===== src/hdl/cpsat_queue.sv =====
`timescale 1ns / 1ps
// ----------------------------------------------------------------------------
// cpsat_queue
// two-entry queue between the front end and the test engine
// ----------------------------------------------------------------------------
module cpsat_queue #(
    parameter int W = 8
) (
    input  logic         i_clk,
    input  logic         i_rst_n,
    input  logic         i_push,
    input  logic [W-1:0] i_data,
    output logic         o_full,
    input  logic         i_pop,
    output logic         o_valid,
    output logic [W-1:0] o_data
);
    logic [W-1:0] r_mem [2];
    logic         r_wp;
    logic         r_rp;
    logic [1:0]   r_cnt;

    assign o_full  = (r_cnt == 2'd2);
    assign o_valid = (r_cnt != 2'd0);
    assign o_data  = r_mem[r_rp];

    always_ff @(posedge i_clk) begin
        if (i_push) r_mem[r_wp] <= i_data;
    end

    always_ff @(posedge i_clk) begin
        if (!i_rst_n) begin
            r_wp  <= 1'b0;
            r_rp  <= 1'b0;
            r_cnt <= 2'd0;
        end else begin
            if (i_push) r_wp <= !r_wp;
            if (i_pop && o_valid) r_rp <= !r_rp;
            case ({i_push, i_pop && o_valid})
                2'b10:   r_cnt <= r_cnt + 2'd1;
                2'b01:   r_cnt <= r_cnt - 2'd1;
                default: r_cnt <= r_cnt;
            endcase
        end
    end

endmodule


===== config.mk =====
export PLATFORM = sky130hd
export DESIGN_NAME = cpsat_queue
export DESIGN_NICKNAME = d
export VERILOG_FILES = /design/src/hdl/cpsat_queue.sv
export SDC_FILE = /design/constraint.sdc
export NUM_CORES = 1
export LEC_CHECK = 0
export CAP_MARGIN = 20
export CORE_AREA = 2 2 44 46
export DETAILED_ROUTE_END_ITERATION = 10
export DIE_AREA = 0 0 46 48
export DONT_BUFFER_PORTS = 1
export PLACE_DENSITY = 0.71
export SETUP_SLACK_MARGIN = 0.1
export SLEW_MARGIN = 25
export SYNTH_ARGS = -nofsm -noshare
export SYNTH_HDL_FRONTEND = slang
export SYNTH_SLANG_ARGS = --single-unit

===== constraint.sdc =====
create_clock -name i_clk -period 4.3 [get_ports i_clk]
set_input_delay 0 -clock i_clk [delete_from_list [all_inputs] [get_ports i_clk]]
set_output_delay 0 -clock i_clk [all_outputs]
set_load 0.02 [all_outputs]

==> metrics list <==
- Synthesized net count: 61
- Total number of vias: 410
* Number of enable flip-flop cells after synthesis: 16
* Crit-path max cell delay: 0.60 ns
- Instance area at placement: 820 µm²
- Standard-cell rows: 15
- For this run, the register share of the synthesized area comes to 0.723.
* Number of maximum-capacitance constraint violations: 0
- Final non-filler cell area: roughly 950 µm²
- Final instance count without filler cells: between 70 and 80
- Worst-case vdd ir drop: 0.281 mV
* Port bufs: 0
- Synthesis inferred 21 register bits.
* Combined buffer and inverter count along the critical path: 1
- TritonCTS built the clock tree.
- Of the available clock period, the critical path in the final layout requires 0.404.
* DP Cell Count: 64
- Maximum fanout along the worst path: 9
- Using the TritonRoute via totals, the vias-per-cell ratio works out to approximately 5.3.
- Actual slew at the worst max-slew pin: between 0.7 and 0.8 ns
- Counting flops with an async set or reset pin after synthesis yields a share of 0.
* Portion of total power attributed to the clock network: 0.186
- The root buffer cell chosen for the clock tree is sky130_fd_sc_hd__clkbuf_4.
- Cell with the most instances after synthesis: sky130_fd_sc_hd__edfxtp_1
- Ratio of cells with drive above 1 in the final layout: 0.246
- Final setup violation count: 0
- Of the total power, registers draw 0.540.
- Min Clock Period, post-route: 1.74 ns
- The floorplan step set the die width to approximately 46 µm.
- Most used standard cells in the synthesized netlist: 16 x sky130_fd_sc_hd__edfxtp_1, 8 x sky130_fd_sc_hd__mux2_2, 5 x sky130_fd_sc_hd__dfxtp_1, 3 x sky130_fd_sc_hd__nor2b_1, 3 x sky130_fd_sc_hd__xnor2_1
- Internal power: ~340 µW
- Of the total power, the share spent switching nets is 0.309.
- The number of antenna diodes in the final layout is 0.
* WL per Instance: roughly 15 µm
- For this run, the total global-route usage over all layers was measured as 0.114.
- Ordered cell list for the critical path: nor2_1 -> o21a_1 -> dlygate4sd3_1
- Achievable Freq: between 500 and 600 MHz
- After global routing the overflow that remains totals 0.
* Static Leak: approximately 0.00033 µW
- The detailed router finished its first iteration with 5 violations.
- The count of final hold-check violations is 0.
* Worst Hold Margin: roughly 0.042 ns
* Arrival time of data at the critical path endpoint: slightly below 2 ns
- Die area: between 2000 and 2500 µm²
- From bottom edge to top edge, the die measures between 40 and 50 µm.
- Share of the synthesized area in the top cell type: 0.598
* Number of top-level design ports: 22
- Counting distinct cell types in the post-synthesis netlist gives 17.
- In this run the power density over the cells is 520 nW/µm².
* Switching power summed over all nets: between 150 and 200 µW
* GP Congestion: roughly 0.58
- In this run the remaining antenna-violating nets after routing total 0.
* Crit start category: flip-flop
- Syn Area/Cell: roughly 17 µm²
- Summed over all layers, the routed wires come to ~1100 µm.
- Slew margin rel.: 0.489
- Combinational fraction of design power: 0.273
- After detailed routing, the number of remaining DRC violations is 0.
* Crit path max-delay cell type: sky130_fd_sc_hd__nor2_1
- Top cell type by total area after synthesis: sky130_fd_sc_hd__edfxtp_1
- On the critical path the largest part of the delay comes from simple AND/OR/NAND/NOR gates.
* Path type of the worst setup path: reg2reg
- Count of synthesis-stage warnings from yosys: 0
- The most used flip-flop cell after synthesis is sky130_fd_sc_hd__edfxtp_1.
- The min-delay analysis places its worst path in the category in2reg.
- Relative to the synthesized area, the layout overhead comes to 17.9%.
- Cell Area, Synth: roughly 800 µm²
- Initial cell density of the core: 0.476
* CP Capture Type: flip-flop
- Cells taking the most area after synthesis: sky130_fd_sc_hd__edfxtp_1 60%, sky130_fd_sc_hd__dfxtp_1 12%, sky130_fd_sc_hd__mux2_2 11%
- Total Negative Setup Slacks: 0 ns
- The run finished with clean final reports.
- Gates resized during post-CTS repair numbered 0.
- Number of detailed-routing iterations run before antenna repair: 4
- Register clock-pin slew on the reported worst setup and hold paths: approximately 0.12 ns
- For this design, the sink count on the clock tree is 21.
* Clock tree buffer depth: 2
* Slew Viols, Final: 0
* Required @ worst endpoint: between 4 and 5 ns
- Final nets: 75
- Entering global routing, the biggest net connects 13 pins.
- The cell count after synthesis came out at 48.
- For the worst-skew pair, the clock arrives at the later sink with an insertion delay of roughly 0.29 ns.
* RSZ-0062 raised after global routing: false
- Between clock sinks in the finished design, the worst skew comes to about 0.0035 ns.
- CTS built an H-tree with a depth of 1.
- Vias in the first global route: about 400
* TritonCTS buffer count: 3
- Number of antenna violations at the first check in global routing: 0
* First-pass GRT wire length: around 1700 µm
* Core box area: ~1700 µm²
flip-flops by register name, indices dropped and copies added, names as in the netlist, named ones only:
register / cells
r_cnt: 2
r_mem: 16
r_rp: 1
r_wp: 1
cell type report:
type / count / area [µm²]
sequential: 21 / 581
multi-input combinational: 25 / 214
tap: 17 / 21.3
inverter: 1 / 3.75
timing repair buffer: 10 / 100
fill: 145 / 742
clock buffer: 3 / 22.5
clock inverter: 1 / 5.00
routing by layer:
layer  up-vias  GRT usage  wire length, µm
li1        199          -                -
met1       194      0.129              473
met2        17      0.189              585
met3         0     0.0302               86
met4         0     0.0743                0
met5         -          0                0
final timing paths:
check / from / end / slack [ns] / depth (start not counted)
setup / recovery: r_wp / r_wp / 2.56 / 3
setup reg to reg: r_wp / r_wp / 2.56 / 3
hold reg to reg: r_cnt[1] / r_cnt[1] / 0.56 / 2
hold / removal: i_pop / r_rp / 0.04 / 3
placed cells by master (no fill, tap or decap):
master                          instances
sky130_fd_sc_hd__inv_1                  1
sky130_fd_sc_hd__or2_2                  1
sky130_fd_sc_hd__and2_1                 2
sky130_fd_sc_hd__clkinv_2               1
sky130_fd_sc_hd__o21ai_0                1
sky130_fd_sc_hd__or3_1                  1
sky130_fd_sc_hd__edfxtp_1              16
sky130_fd_sc_hd__clkbuf_4               3
sky130_fd_sc_hd__nor2_1                 1
sky130_fd_sc_hd__mux2_2                 8
sky130_fd_sc_hd__xnor2_1                3
sky130_fd_sc_hd__ha_1                   1
sky130_fd_sc_hd__a21boi_1               1
sky130_fd_sc_hd__dfxtp_1                5
sky130_fd_sc_hd__dlygate4sd3_1         10
sky130_fd_sc_hd__and2b_2                1
sky130_fd_sc_hd__o21a_1                 1
sky130_fd_sc_hd__nor2b_1                3
sky130_fd_sc_hd__o21a_2                 1
worst min-delay path: stages:
cell and delay [ns]:
sky130_fd_sc_hd__o21a_2 0.12, sky130_fd_sc_hd__xnor2_1 0.08, sky130_fd_sc_hd__nor2b_1 0.10
cell families (layout without fill, tap and decap cells):
group,after synthesis,count (layout),synth area share
AOI/OAI and AO/OA,4,4,0.0358
xor gates and xnor gates,3,3,0.0327
adders and majority gates,1,1,0.0156
buffers and inverters,2,15,0.0109
DFF,21,21,0.723
muxes,8,8,0.112
and+or+nand+nor,9,9,0.0701
power groups by stage:
stage	registers [µW]	logic, µW	clock network (µW)
after floorplan	258	126	0
after global placement	270	125	0
after detailed placement	272	128	0
after CTS	267	136	93.9
after global routing	270	146	99.1
final	266	135	91.8
metrics by stage:
step	power, µW	worst slack [ns]	utilization
floorplan	384	2.90	-
detailed placement	399	2.81	0.485
finish	493	2.56	0.561
CTS	497	2.54	0.561
global placement	396	2.88	0.485
global route	515	2.42	0.561
repair_timing:
action,CTS,global route
endpoints found under the hold margin,21,0
hold buffers,10,0
setup buffers,0,0
(Power assumes the default switching activity.)
