### src/hdl/cpsat_pkg.sv
`timescale 1ns / 1ps
// ----------------------------------------------------------------------------
// cpsat_pkg
// shared types and constants of the polygon separating-axis collision core
// ----------------------------------------------------------------------------
package cpsat_pkg;

    // one vertex word as it travels from the front end to the test engine
    typedef struct packed {
        logic               last;
        logic               sel;
        logic        [11:0] angle;
        logic signed [23:0] pos_y;
        logic signed [23:0] pos_x;
        logic signed [15:0] vtx_y;
        logic signed [15:0] vtx_x;
    } t_vtx;

    localparam int VTX_W = $bits(t_vtx);

    // quarter-wave sine polynomial coefficients in Q14, and quarter-turn angle constants
    localparam logic [14:0] SIN_K0 = 15'd10512;
    localparam logic [14:0] SIN_K1 = 15'd1160;
    localparam logic [15:0] SIN_K2 = 16'd25736;
    localparam logic [11:0] ANG_QTR = 12'd1024;
    localparam logic [10:0] QTR_Q = 11'd1024;

    // rounding offset before the Q22 to Q8 shift
    localparam logic signed [33:0] ROT_RND = 34'sd8192;

    // rotated local coordinate, normal and projection widths
    localparam int LOC_W = 20;
    localparam int NRM_W = LOC_W + 1;
    localparam int GLB_W = 25;
    localparam int PRD_W = GLB_W + NRM_W;
    localparam int DOT_W = PRD_W + 1;

endpackage

### src/hdl/cpsat_front.sv
`timescale 1ns / 1ps
// ----------------------------------------------------------------------------
// cpsat_front
// takes vertex words, assigns store slots, tracks counts and drops overflow
// ----------------------------------------------------------------------------
module cpsat_front #(
    parameter  int MAX_VERTICES = 16,
    localparam int CW = $clog2(MAX_VERTICES + 1),
    localparam int IW = $clog2(MAX_VERTICES),
    localparam int AW = IW + 1,
    localparam int QW = cpsat_pkg::VTX_W + 1 + AW + 2 * CW + 1
) (
    input  logic                   i_clk,
    input  logic                   i_rst_n,
    input  logic                   i_valid,
    output logic                   o_ready,
    input  cpsat_pkg::t_vtx        i_vtx,
    output logic                   o_push,
    input  logic                   i_full,
    output logic [QW-1:0]          o_entry
);
    logic [CW-1:0] r_cnt [2];
    logic          r_ovf;

    logic          w_acc;
    logic          w_drop;
    logic [CW-1:0] n_cnt_a;
    logic [CW-1:0] n_cnt_b;
    logic          n_ovf;
    logic [AW-1:0] w_addr;

    assign o_ready = !i_full;
    assign w_acc   = i_valid && !i_full;
    assign o_push  = w_acc;

    always_comb begin
        w_drop  = (r_cnt[i_vtx.sel] == CW'(MAX_VERTICES));
        w_addr  = {i_vtx.sel, r_cnt[i_vtx.sel][IW-1:0]};
        n_cnt_a = r_cnt[0];
        n_cnt_b = r_cnt[1];
        if (!w_drop) begin
            if (i_vtx.sel) n_cnt_b = r_cnt[1] + CW'(1);
            else           n_cnt_a = r_cnt[0] + CW'(1);
        end
        n_ovf = r_ovf | w_drop;
    end

    // fields from the lowest bit: vertex, store enable, slot, count a, count b, overflow
    assign o_entry = {n_ovf, n_cnt_b, n_cnt_a, w_addr, !w_drop, i_vtx};

    always_ff @(posedge i_clk) begin
        if (!i_rst_n) begin
            r_cnt[0] <= '0;
            r_cnt[1] <= '0;
            r_ovf    <= 1'b0;
        end else if (w_acc) begin
            if (i_vtx.last && i_vtx.sel) begin
                r_cnt[0] <= '0;
                r_cnt[1] <= '0;
                r_ovf    <= 1'b0;
            end else begin
                r_cnt[0] <= n_cnt_a;
                r_cnt[1] <= n_cnt_b;
                r_ovf    <= n_ovf;
            end
        end
    end

endmodule

### config.mk
export PLATFORM = sky130hd
export DESIGN_NAME = cpsat_front
export DESIGN_NICKNAME = d
export VERILOG_FILES = /design/src/hdl/cpsat_pkg.sv /design/src/hdl/cpsat_front.sv
export SDC_FILE = /design/constraint.sdc
export NUM_CORES = 1
export LEC_CHECK = 0
export BUFFER_PORTS_ARGS = -buffer_cell sky130_fd_sc_hd__buf_2
export CAP_MARGIN = 10
export CORE_MARGIN = 10
export CORE_UTILIZATION = 33
export DETAILED_ROUTE_END_ITERATION = 10
export MAX_ROUTING_LAYER = met4
export PLACE_DENSITY = 0.95
export SLEW_MARGIN = 20
export SYNTH_ARGS = -nofsm -noshare
export SYNTH_HDL_FRONTEND = slang
export SYNTH_SLANG_ARGS = --single-unit
### constraint.sdc
create_clock -name i_clk -period 2.99 [get_ports i_clk]
set_clock_uncertainty 0.15 [all_clocks]
set_input_delay 0.1495 -clock i_clk [delete_from_list [all_inputs] [get_ports i_clk]]
set_output_delay 0.1495 -clock i_clk [all_outputs]
set_load 0.02 [all_outputs]
==> results.sh <==
export IMPL_status="completed"
export IMPL_totalPowerFinal_uw=444
export IMPL_swShare=0.309
export IMPL_yosys_top_cells_area="buf_4 (49%), edfxtp_1 (20%), mux2_2 (3.1%)"
export IMPL_synth_area_per_cell_um2=8.66
export IMPL_hpwlAfterDp_um=2230
export IMPL_drt_wl_total_um=2840
export IMPL_drive_gt1_frac=0.356
export IMPL_htreeDepth=1
export IMPL_crit_type="reg2out"
export IMPL_synth_edf_count=10
export IMPL_synth_xor_xnor_area_share=0.0238
export IMPL_vias=748
export IMPL_syn_nets=270
export IMPL_ys_top_cells_by_count="buf_4 (97), nand2_1 (11), edfxtp_1 (10), nand2b_1 (6)"
export IMPL_clk_latency_ps=250
export IMPL_die_h_um=86.8
export IMPL_std_cell_rows=24
export IMPL_hp_start="i_rst_n"
export IMPL_fin_nets=202
export IMPL_syn_inst=170
export IMPL_numCtsBuffers=3
export IMPL_multi_input_area_um2=407
export IMPL_hold_path_end="r_ovf"
export IMPL_syn2layout_area_growth_pct=-33.8
export IMPL_cts_root_buf="clkbuf_8"
export IMPL_clkPwrFrac=0.355
export IMPL_cts_setup_buffers=0
export IMPL_hold_class="in2reg"
export IMPL_max_freq_mhz=462
export IMPL_synth_fa_ha_area_frac=0.0170
export IMPL_cts_hold_buffers_added=0
export IMPL_clockBufferDepth=2
export IMPL_ff2ff_path_depth=3
export IMPL_drtPass1Iterations=4
export IMPL_die_w_um=86.8
export IMPL_core_area_mm2=0.00432
export IMPL_ys_ff_latch=11
export IMPL_start_util=0.340
export IMPL_ys_flop_type="edfxtp_1"
export IMPL_clkTransAtPathRegs_ps=50
export IMPL_min_period_ps=2170
export IMPL_p_seq_frac=0.426
export IMPL_p_per_area_mw_per_mm2=455
export IMPL_synth_compound_area_frac=0.0400
export IMPL_antenna_left=0
export IMPL_yosys_area_top_type="buf_4"
export IMPL_gp_congestion=0.740
export IMPL_grt_usage=0.0757
export IMPL_cts_sinks=11
export IMPL_n_antenna_cell=0
export IMPL_arrival_ps=1870
export IMPL_grt_overflow=0
export IMPL_synthMuxAreaShare=0.0442
export IMPL_rrSetupSlack_ps=1180
export IMPL_endpoint_kind="primary output"
export IMPL_synth_simple_area_share=0.151
export IMPL_ys_types=26
export IMPL_cts_tree="yes"
export IMPL_p_leak_nw=0.420
export IMPL_async_flop_share=0
export IMPL_grt_pass1_vias=735
export IMPL_crit_required_ps=2690
export IMPL_drc_errors=0
export IMPL_maxCapViolations=0
export IMPL_wire_per_inst_um=18.5
export IMPL_antenna_found_initial=0
export IMPL_rsz0062_at_grt="false"
export IMPL_synth_top_family_by_area="buffers and inverters"
export IMPL_dr_first_iter_drc_count=53
export IMPL_critical_path_peak_fanout=6
export IMPL_setup_violations=0
export IMPL_seq_area_frac_synth=0.218
export IMPL_io_buffer_count=26
export IMPL_grt_first_pass_wirelength_um=4070
export IMPL_relSlewSlack=0.686
export IMPL_worst_slew_pin_slew_ps=470
export IMPL_pin_count=211
export IMPL_min_period_over_period=0.724
export IMPL_yosysTopAreaCellShare=0.495
export IMPL_p_comb_frac=0.220
export IMPL_nFillCells=485
export IMPL_min_delay_path_depth=3
export IMPL_syn_area_mm2=0.00147
export IMPL_power_switching_uw=137
export IMPL_fp_dieArea_mm2=0.00753
export IMPL_vdd_drop_max_v=0.000115
export IMPL_critPathLaunchType="flip-flop"
export IMPL_grt_max_degree=22
export IMPL_yosysMostFrequentCell="buf_4"
export IMPL_finalSetupTns_ps=0
export IMPL_regArea_um2=320
export IMPL_timing_rr_end="r_cnt[0][1]"
export IMPL_reg2reg_from="r_cnt[0][1]"
export IMPL_hold_viol=0
export IMPL_yosysWarnings=0
export IMPL_slew_violations=0
export IMPL_post_cts_resized=0
export IMPL_intPower_uw=307
export IMPL_vias_per_cell=4.89
metal layers:
metal  track usage  part of all wire  wire [um]
met3        0.0441              0.15        439
met2        0.0973              0.40       1150
met1        0.0579              0.33        930
met5             -                 0          0
met4         0.127              0.11        318
worst max path at each step:
| stage | from | to | slack [ps] | cells past startpoint |
|---|---|---|---|---|
| after floorplan | r_cnt[0][3] | o_entry[110] | 1130 | 4 |
| after global placement | r_cnt[0][3] | o_entry[110] | 1120 | 4 |
| after detailed placement | r_cnt[0][1] | o_entry[110] | 1100 | 4 |
| after CTS | r_cnt[0][1] | o_entry[110] | 820 | 4 |
| after global routing | r_cnt[0][1] | o_entry[101] | 720 | 4 |
| final | r_cnt[0][1] | o_entry[110] | 820 | 4 |
logic make-up (layout without fill, tap and decap cells):
logic type | after synthesis | in the layout
muxes | 6 | 6
AOI/OAI and AO/OA | 7 | 7
DFF | 11 | 11
adders and majority gates | 2 | 2
buffers and inverters | 101 | 32
and+or+nand+nor | 39 | 39
xor gates and xnor gates | 4 | 4
state kept, by name (all words and copies together), names as in the netlist:
register,flops
r_ovf,1
r_cnt,10
cell usage in the layout, fill, tap and decap left out, types with 3 or more instances in the layout:
cell,count
mux2_2,4
nor3_1,3
a21oi_1,4
xnor2_1,4
nor2b_1,4
clkbuf_8,3
nand2_1,11
nand2b_1,6
nor2_1,4
buf_2,26
edfxtp_1,10
critical path: stages, from the launching register on:
cell	delay (ps)
edfxtp_1	480
or4b_4	570
o32a_4	340
nand2b_1	70
buf_2	160
power by group through the flow:
stage	Clock, mW	Combinational (mW)	Sequential, mW
after floorplan	0	0.251	0.188
after detailed placement	0	0.100	0.192
after global placement	0	0.0985	0.190
after CTS	0.160	0.101	0.188
after global routing	0.167	0.108	0.190
final	0.157	0.0976	0.189
final cells by class:
type | instances | share of cell area
clock buffers | 4 | 0.0462
inverters | 2 | 0.00770
multi-input cells | 58 | 0.417
flip-flops and latches | 11 | 0.329
well taps | 52 | 0.0668
repair buffers | 26 | 0.134
through the flow:
stage           util  hold WS (ps)  std cells  instance area, um^2  setup slack [ps]
2_1_floorplan      -           158        170                 1470              1130
3_3_place_gp   0.215           149        149                  930              1120
3_5_place_dp   0.215           149        149                  930              1100
4_1_cts        0.225          20.9        153                  975               823
5_1_grt        0.225          44.5        153                  975               721
6_report       0.225          20.1        153                  975               825
(Power assumes the default switching activity.)
